### src/rtl/sit_pkg.sv
// ----------------------------------------------------------------------------
// sit_pkg: shared types and constants of the sorted integer table
// Table size, field widths, operation and status codes, cell controls and
// the sequencer states.
// ----------------------------------------------------------------------------
package sit_pkg;

  localparam int DEPTH   = 64;
  localparam int DATA_W  = 32;
  localparam int IDX_W   = $clog2(DEPTH);
  localparam int COUNT_W = $clog2(DEPTH + 1);
  localparam int INDEX_W = 7;
  localparam int POS_W   = 7;
  localparam int CNT_W   = 7;
  localparam int WIDE_W  = (INDEX_W > COUNT_W) ? INDEX_W : COUNT_W;

  typedef enum logic [2:0] {
    K_INSERT_AT     = 3'd0,
    K_REMOVE_AT     = 3'd1,
    K_PUSH_BACK     = 3'd2,
    K_PUSH_FRONT    = 3'd3,
    K_POP_BACK      = 3'd4,
    K_POP_FRONT     = 3'd5,
    K_INSERT_SORTED = 3'd6,
    K_FIND          = 3'd7
  } kind_t;

  typedef enum logic [1:0] {
    STAT_OK   = 2'd0,
    STAT_FULL = 2'd1,
    STAT_BAD  = 2'd2
  } status_t;

  typedef enum logic [1:0] {
    CELL_HOLD = 2'd0,
    CELL_LOAD = 2'd1,
    CELL_UP   = 2'd2,
    CELL_DOWN = 2'd3
  } cell_op_t;

  typedef enum logic [2:0] {
    S_IDLE   = 3'd0,
    S_SEARCH = 3'd1,
    S_WALK   = 3'd2,
    S_EXEC   = 3'd3,
    S_RESP   = 3'd4
  } state_t;

  typedef struct packed {
    status_t             status;
    logic [DATA_W-1:0]   read_value;
    logic [POS_W-1:0]    position;
    logic                found;
    logic [CNT_W-1:0]    count;
  } resp_t;

endpackage

### src/rtl/sit_cell.sv
// ----------------------------------------------------------------------------
// sit_cell: one storage cell of the table
// Holds one entry, takes a new value or a neighbor's entry on command, and
// compares the search key against its entry.
// ----------------------------------------------------------------------------
module sit_cell
  import sit_pkg::*;
(
  input  logic                     clk,
  input  cell_op_t                 op,
  input  logic signed [DATA_W-1:0] prev_entry,
  input  logic signed [DATA_W-1:0] next_entry,
  input  logic signed [DATA_W-1:0] ins_value,
  input  logic signed [DATA_W-1:0] key,
  output logic signed [DATA_W-1:0] entry,
  output logic                     key_lt,
  output logic                     key_eq
);

  logic signed [DATA_W-1:0] entry_r;
  logic signed [DATA_W-1:0] entry_nxt;

  always_comb begin
    case (op)
      CELL_LOAD: entry_nxt = ins_value;
      CELL_UP:   entry_nxt = prev_entry;
      CELL_DOWN: entry_nxt = next_entry;
      default:   entry_nxt = entry_r;
    endcase
  end

  always_ff @(posedge clk) begin
    entry_r <= entry_nxt;
  end

  assign entry  = entry_r;
  assign key_lt = key < entry_r;
  assign key_eq = key == entry_r;

endmodule

### config.mk
export PLATFORM = sky130hd
export DESIGN_NAME = sit_cell
export DESIGN_NICKNAME = d
export VERILOG_FILES = /design/src/rtl/sit_pkg.sv /design/src/rtl/sit_cell.sv
export SDC_FILE = /design/constraint.sdc
export NUM_CORES = 1
export LEC_CHECK = 0
export BUFFER_PORTS_ARGS = -buffer_cell sky130_fd_sc_hd__buf_2
export CORE_MARGIN = 2
export CORE_UTILIZATION = 46
export CTS_CLUSTER_DIAMETER = 120
export CTS_CLUSTER_SIZE = 40
export DETAILED_ROUTE_END_ITERATION = 7
export HOLD_SLACK_MARGIN = 0.12
export PLACE_DENSITY = 0.87
export RECOVER_POWER = 100
export SYNTH_ARGS = -nofsm -noshare
export SYNTH_HDL_FRONTEND = slang
export SYNTH_SLANG_ARGS = --single-unit
### constraint.sdc
create_clock -name clk -period 6.4 [get_ports clk]
set_clock_uncertainty 0.2 [all_clocks]
set_input_delay 1.28 -clock clk [delete_from_list [all_inputs] [get_ports clk]]
set_output_delay 1.28 -clock clk [all_outputs]
set_load 0.01 [all_outputs]
==> results of run 1 <==
==> kinds of logic after synthesis <==
logic type      after synthesis  share of synthesized area (%)
compound gates               57                           13.3
fa+ha+maj                    32                           16.5
buf+inv                      43                           6.85
flops                        32                           39.5
mux                          32                           13.2
simple gates                 58                           10.7
==> cell usage after synthesis, drive strengths merged <==
cell type	n	area share, %
o22ai	1	0.51
nor2b	1	0.26
or2	1	0.26
mux2i	32	13
a221oi	1	0.36
nand2b	1	0.26
o31a	1	0.36
nand2	7	1.1
nand4	8	2.1
nand3	2	0.41
nor4	2	0.77
o211ai	1	0.31
ha	32	16
nor2	35	5.4
a221o	1	0.41
edfxtp	32	40
o21ai	4	0.82
clkbuf	6	0.93
a21oi	45	9.4
a21boi	1	0.46
nor3	1	0.21
a21o	2	0.62
buf	5	0.98
inv	32	4.9
==> cell type report <==
type | instances | area share [%]
Multi-Input combinational cell | 179 | 39.1
Sequential cell | 32 | 28.8
Timing Repair Buffer | 164 | 23.3
Inverter | 32 | 3.60
Tap cell | 70 | 2.63
Clock buffer | 5 | 2.07
Clock inverter | 3 | 0.413
==> through the flow <==
stage                     instance area [sq um]  setup WS (ns)  std cells
after detailed placement                   3290           2.01        477
after floorplan                            2430           2.39        254
after global placement                     3290           2.02        477
after CTS                                  3380           2.02        485
final                                      3330           1.36        485
after global routing                       3330          0.977        485
==> where the power goes <==
part           leakage (nW)  internal, mW  switching [mW]
clock                0.0453        0.0737          0.0745
sequential            0.322         0.261          0.0144
combinational          1.36        0.0889           0.103
==> final timing paths <==
path,startpoint,end,depth (start not counted)
max,op[0],entry[25],2
min,ins_value[5],entry[5],3
==> per-layer routing <==
| metal | vias to the layer above | share of wire, % | wire length, microns |
|---|---|---|---|
| met5 | - | 0 | 0 |
| met4 | 0 | 1.5 | 96 |
| met3 | 8 | 7.3 | 478 |
| met2 | 106 | 51 | 3370 |
| met1 | 1031 | 40 | 2630 |
| li1 | 1233 | - | - |
==> impl_metrics.py, run 1 <==
metrics = {
    "critical_path": {
        "crit_buf_inv": 1,
        "critPathMaxStageDelay_ns": 1.75,
        "crit_chain": "clkbuf_1 > or2_0",
        "startpoint_type": "primary input",
        "cp.arrival_ns": 4.69,
        "required_ns": 6.05,
        "critPathKind": "in2reg",
        "cp_max_fo": 33,
        "cp_top_family": "simple AND/OR/NAND/NOR gates",
        "cp_slowest_cell": "or2_0",
        "cp-end-kind": "register",
    },
    "finish": {
        "syn_to_final_growth_pct": 37.1,
        "n_fill_cell": 458,
        "final_cell_mix": "buf_2, a21oi_1, nor2_1, clkbuf_1",
        "num-nets-final": 577,
        "regArea_sq_um": 961,
        "multi_input_area_sq_um": 1300,
        "n_antenna_cell": 0,
        "final_core_util_pct": 65.2,
        "layout-drive-gt1-share_pct": 33.7,
        "largest_reg_flops": 32,
        "layout_commonest_cell": "buf_2",
    },
    "routing": {
        "routed_via_density": 4.90,
        "wl_per_cell_microns": 13.6,
        "initialDrtViolationCount": 70,
        "vias": 2378,
        "antenna_left": 0,
        "routed_wl_microns": 6570,
        "drc": 0,
        "first_pass_iters": 4,
    },
    "power": {
        "p_leak_nw": 1.73,
        "powerDensity_nw_per_um2": 185,
        "p_total_mw": 0.615,
        "peakVddDrop_uv": 122,
    },
    "timing": {
        "drv_slew": 67,
        "max_slew_margin_pct": -57.4,
        "finalSetupViolations": 0,
        "fin_tns_setup_ns": 0,
        "fin_crit_ns": 5.04,
        "min_period_over_period_pct": 78.8,
        "rsz0062_at_grt": "no",
        "hold_slack_ns": 1.12,
        "hold_viol": 0,
        "worst_pin_slew_ns": 2.36,
        "max_freq_ghz": 0.198,
    },
    "yosys": {
        "seq_area_frac_synth_pct": 39.5,
        "synth_cells": 254,
        "ys_warn_count": 0,
        "syn_area_sq_um": 2430,
        "postSynthAreaPerCell_sq_um": 9.57,
        "ys_ff_latch": 32,
        "ys_types": 27,
        "synth_fp_nets": 417,
    },
    "clocking": {
        "cts.hold.buffers_added": 0,
        "cts-root-buf": "clkbuf_8",
        "clk_path_buf_depth": 2,
        "clock-sinks": 32,
        "cts_setup_buffers": 0,
        "cts_tree": "yes",
        "htree_levels": 2,
        "cts_resized": 0,
        "cts_buffers": 5,
        "clk_pin_slew_worst_paths_ns": 0.07,
    },
    "placed_design": {
        "hpwl_microns": 5390,
        "io_buffers": 164,
        "gp_congestion": 0.886,
    },
    "global_route": {
        "grtUsageMet1_pct": 27.8,
        "grt_pass1_vias": 2448,
        "grtUsageTotal_pct": 23.0,
        "grt_overflow": 0,
        "top_usage_layer": "met2",
        "antenna_found_initial": 0,
        "grt_use_met3_pct": 4.12,
        "met2_usage_pct": 40.8,
        "grt_max_degree": 66,
        "grt_pass1_wl_microns": 10900,
    },
    "floorplan": {
        "io_pins": 165,
        "dieWidth_microns": 76.7,
        "initial_core_util_pct": 47.6,
        "core_sq_um": 5110,
        "rows": 26,
        "fp.dieH_microns": 76.7,
        "die-area_sq_um": 5880,
    },
    "worst_hold_path": {
        "hold_path_class": "in2reg",
    },
    "run_status": {
        "outcome": "finished with violations",
        "violations": "capacitance limit, slew limit",
    },
    "run": {
        "drv_cap": 2,
    },
}
Power figures use the tool's default switching activity.
==> run 2, diff against run 1 <==
- CORE_UTILIZATION: 46 -> 42
- PLACE_DENSITY: 0.87 -> 0.81
- clock period: 6.4 -> 5.15 ns (I/O delays scaled with it)
==> run 2 against run 1 <==
Sequential share of layout area hardly changed. Cell area is 0.15% higher. Largest cell class unchanged. The run still ends with capacitance limit, slew limit left. Hold slack worse by 0.24 ns. Setup slack worse by 0.18 ns. Highest routed layer is now met5.
==> impl_metrics.py, run 2 (synthesized netlist as in run 1, its figures left out) <==
metrics = {
    "run_status": {
        "outcome": "finished with violations",
        "violations": "capacitance limit, slew limit",
    },
    "placed_design": {
        "hpwl_microns": 5420,
        "dp_cells": 480,
        "place_ws_ns": 1.29,
        "io_buffers": 164,
        "gp_congestion": 0.783,
        "placed_cell_area_sq_um": 3300,
    },
    "clocking": {
        "htree_levels": 2,
        "clock-sinks": 32,
        "cts_setup_buffers": 0,
        "cts_buffers": 5,
        "clk_pin_slew_worst_paths_ns": 0.07,
        "cts.hold.buffers_added": 0,
        "cts_tree": "yes",
        "cts-root-buf": "clkbuf_8",
        "clk_path_buf_depth": 2,
        "cts_resized": 0,
    },
    "floorplan": {
        "dieWidth_microns": 80.1,
        "core_sq_um": 5540,
        "io_pins": 165,
        "initial_core_util_pct": 43.9,
        "fp.dieH_microns": 80.1,
        "die-area_sq_um": 6410,
        "rows": 27,
    },
    "global_route": {
        "antenna_found_initial": 1,
        "grt_max_degree": 66,
        "grtUsageTotal_pct": 20.1,
        "grt_overflow": 0,
        "grt_pass1_wl_microns": 9920,
        "grt_pass1_vias": 2351,
    },
    "run": {
        "drv_cap": 1,
    },
    "power": {
        "p_leak_nw": 1.73,
        "switching_share_pct": 30.9,
        "powerDensity_nw_per_um2": 228,
        "switchingPower_mw": 0.235,
        "p_int_mw": 0.526,
        "p_total_mw": 0.761,
        "clkPwrFrac_pct": 24.0,
        "p_seq_share_pct": 44.7,
        "p_comb_share_pct": 31.3,
        "peakVddDrop_uv": 155,
    },
    "routing": {
        "first_pass_iters": 4,
        "antenna_left": 0,
        "routed_via_density": 4.90,
        "drc": 0,
        "vias": 2393,
        "routed_wl_microns": 6580,
        "wl_per_cell_microns": 13.5,
        "initialDrtViolationCount": 30,
    },
    "timing": {
        "fin_crit_ns": 3.97,
        "finalSetupViolations": 0,
        "fin_tns_setup_ns": 0,
        "rsz0062_at_grt": "no",
        "hold_slack_ns": 0.875,
        "hold_viol": 0,
        "drv_slew": 66,
        "max_freq_ghz": 0.252,
        "min_period_over_period_pct": 77.1,
        "max_slew_margin_pct": -66.1,
        "setup_ws_ns": 1.18,
        "worst_pin_slew_ns": 2.49,
    },
    "critical_path": {
        "startpoint_type": "primary input",
        "critPathKind": "in2out",
        "cp_max_fo": 3,
        "cp-end-kind": "output pin",
        "required_ns": 3.92,
        "cp-startpoint": "key[14]",
        "cp.arrival_ns": 2.74,
    },
    "finish": {
        "final_cell_mix": "buf_2, a21oi_1, nor2_1, clkbuf_1",
        "layout-drive-gt1-share_pct": 34.1,
        "final_area_sq_um": 3340,
        "largest_reg_flops": 32,
        "syn_to_final_growth_pct": 37.3,
        "final_core_util_pct": 60.2,
        "num-nets-final": 578,
        "instances_no_fill": 488,
        "layout_commonest_cell": "buf_2",
        "n_antenna_cell": 0,
    },
    "worst_hold_path": {
        "holdPathStages": 3,
        "hold_path_class": "in2reg",
        "hold_start": "ins_value[12]",
        "worstHoldEndpoint": "entry[12]",
    },
}
==> run 2: layout make-up <==
class,count,area [sq um]
Clock buffer,5,68.8
Clock inverter,3,13.8
Fill cell,526,2200
Inverter,32,120
Multi-Input combinational cell,179,1300
Sequential cell,32,961
Tap cell,72,90.1
Timing Repair Buffer,165,786
==> run 2: power by group through the flow <==
stage          Sequential, mW  Combinational [mW]  Clock, mW
4_1_cts                 0.339               0.249      0.190
6_report                0.340               0.238      0.182
5_1_grt                 0.344               0.268      0.202
3_5_place_dp            0.345               0.248          0
2_1_floorplan           0.359               0.121          0
3_3_place_gp            0.344               0.237          0
==> run 2: worst max path at each step <==
stage	slack [ns]	depth (start not counted)	end
global route	0.84	2	entry[17]
finish	1.18	8	key_lt
floorplan	1.64	6	key_lt
global placement	1.30	7	key_lt
CTS	1.28	8	key_lt
detailed placement	1.29	8	key_lt
==> run 2: per-layer routing <==
metal  track usage, %  wire, microns
met3             4.61            378
met2             36.3           3290
met5                0             11
met1             22.7           2750
met4             7.80            143
==> run 2: critical path, stage by stage <==
cell and delay (ns):
buf_2 0.11, ha_1 0.33, nand4_1 0.18, nor4_1 0.46
a21boi_2 0.23, o31a_1 0.18, o22ai_2 0.07, buf_2 0.16
==> run 3, diff against run 2 <==
- clock period: 5.15 -> 4 ns (I/O delays scaled with it)
==> run 3 against run 2 <==
The flow still finishes with violations (capacitance limit, slew limit). Global-route usage increased by 0.94 points. Core utilization hardly changed. Clock power is 32% higher. Final cell count increased by 0.20%. Hold slack worse by 0.25 ns. Critical endpoint unchanged. Largest cell class unchanged.
==> impl_metrics.py, run 3 (synthesized netlist as in run 1, its figures left out) <==
metrics = {
    "run_status": {
        "outcome": "finished with violations",
        "violations": "capacitance limit, slew limit",
    },
    "routing": {
        "wl_met1_microns": 2650,
        "vias": 2419,
        "routed_wl_microns": 6670,
        "wl_met3_microns": 487,
        "wl_per_cell_microns": 13.6,
        "drc": 0,
        "top_layer": "met4",
        "wl_met2_microns": 3300,
        "first_pass_iters": 4,
        "antenna_left": 0,
        "routed_via_density": 4.95,
        "initialDrtViolationCount": 43,
    },
    "critical_path": {
        "cp.arrival_ns": 2.42,
        "cp_max_fo": 3,
        "critPathMaxStageDelay_ns": 0.41,
        "startpoint_type": "primary input",
        "cp_common_cell": "buf_2",
        "cp-end-kind": "output pin",
        "cp_slowest_cell": "nor4_1",
        "critPathKind": "in2out",
        "required_ns": 3.00,
        "crit_chain": "buf_2 > ha_1 > nand4_1 > nor4_1 > a21boi_2 > o31a_1 > o22ai_2 > buf_2",
    },
    "clocking": {
        "clock-sinks": 32,
        "cts_setup_buffers": 0,
        "cts_resized": 0,
        "cts-root-buf": "clkbuf_8",
        "htree_levels": 2,
        "cts.hold.buffers_added": 0,
        "clk_pin_slew_worst_paths_ns": 0.07,
        "cts_buffers": 5,
        "clk_path_buf_depth": 2,
        "cts_tree": "yes",
    },
    "finish": {
        "final_cell_mix": "buf_2, a21oi_1, clkbuf_1, nor2_1",
        "instances_no_fill": 489,
        "num-nets-final": 579,
        "layout_commonest_cell": "buf_2",
        "largest_reg_flops": 32,
        "layout-drive-gt1-share_pct": 33.6,
        "multi_input_area_sq_um": 1300,
        "regArea_sq_um": 961,
        "n_fill_cell": 523,
        "syn_to_final_growth_pct": 37.4,
        "n_antenna_cell": 0,
    },
    "worst_hold_path": {
        "hold_path_class": "in2reg",
        "worstHoldEndpoint": "entry[11]",
        "hold_start": "ins_value[11]",
        "holdPathStages": 3,
    },
    "timing": {
        "fin_tns_setup_ns": 0,
        "rsz0062_at_grt": "no",
        "max_slew_margin_pct": -65.3,
        "max_freq_ghz": 0.292,
        "hold_viol": 0,
        "fin_crit_ns": 3.42,
        "min_period_over_period_pct": 85.6,
        "finalSetupViolations": 0,
        "drv_slew": 98,
        "worst_pin_slew_ns": 2.48,
    },
    "floorplan": {
        "io_pins": 165,
        "die-area_sq_um": 6410,
        "dieWidth_microns": 80.1,
        "fp.dieH_microns": 80.1,
        "rows": 27,
        "initial_core_util_pct": 43.9,
        "core_sq_um": 5540,
    },
    "placed_design": {
        "hpwl_microns": 5380,
        "gp_congestion": 0.794,
        "dp_cells": 481,
        "io_buffers": 164,
    },
    "global_route": {
        "grt_max_degree": 65,
        "grt_overflow": 0,
        "grt_pass1_wl_microns": 10300,
        "grtUsageTotal_pct": 21.0,
        "grt_pass1_vias": 2433,
        "antenna_found_initial": 0,
    },
    "power": {
        "switching_share_pct": 31.0,
        "peakVddDrop_uv": 178,
        "p_seq_share_pct": 44.4,
        "powerDensity_nw_per_um2": 296,
        "clkPwrFrac_pct": 24.4,
        "p_leak_nw": 1.73,
        "switchingPower_mw": 0.306,
        "p_comb_share_pct": 31.2,
        "p_int_mw": 0.682,
    },
    "run": {
        "drv_cap": 2,
    },
}
## run 3: cell count changes in the layout (fill, tap and decap cells not counted)
cell and delta:
clkbuf_2 +1, clkbuf_1 +2, clkinv_2 -2, or2_2 -1, or2_0 +1
## run 3: through the flow
stage | total power, mW | hold slack, ns | util, % | setup WS, ns | cell area, sq um
after floorplan | 0.618 | 0.826 | - | 0.948 | 2430
after global placement | 0.748 | 0.922 | 59.8 | 0.613 | 3310
after detailed placement | 0.765 | 0.922 | 59.8 | 0.618 | 3310
after CTS | 1.01 | 0.622 | 61.2 | 0.611 | 3390
after global routing | 1.05 | 0.650 | 60.3 | 0.382 | 3340
final | 0.988 | 0.629 | 60.3 | 0.577 | 3340
## run 3: power by group through the flow
stage | Sequential, mW | Clock, mW | Combinational (mW)
after floorplan | 0.462 | 0 | 0.156
after global placement | 0.443 | 0 | 0.306
after detailed placement | 0.444 | 0 | 0.321
final | 0.439 | 0.241 | 0.308
after CTS | 0.437 | 0.246 | 0.322
after global routing | 0.444 | 0.259 | 0.348
## run 3: worst max path at each step
stage | startpoint | to | slack, ns | cells after the start
after detailed placement | key[31] | key_lt | 0.62 | 7
after global placement | key[31] | key_lt | 0.61 | 7
after global routing | key[14] | key_lt | 0.38 | 8
after floorplan | key[14] | key_lt | 0.95 | 6
after CTS | key[31] | key_lt | 0.61 | 7
final | key[14] | key_lt | 0.58 | 8
## run 3: per-layer routing
layer | vias to the layer above | GRT usage [%]
met5 | - | 0
met4 | 0 | 12.0
met2 | 106 | 36.8
li1 | 1229 | -
met3 | 20 | 5.28
met1 | 1064 | 22.8
## run 3: critical path: cells and delay by family
kind	cells	cell delay [ns]
compound gates	3	0.46
fa+ha+maj	1	0.32
buf+inv	2	0.26
simple gates	2	0.58
## run 3: layout make-up
cell class                      count  share of cell area [%]
Clock buffer                        7                    2.29
Timing Repair Buffer              166                    23.7
Multi-Input combinational cell    179                    38.9
Inverter                           32                    3.60
Tap cell                           72                    2.70
Clock inverter                      1                   0.112
Sequential cell                    32                    28.8
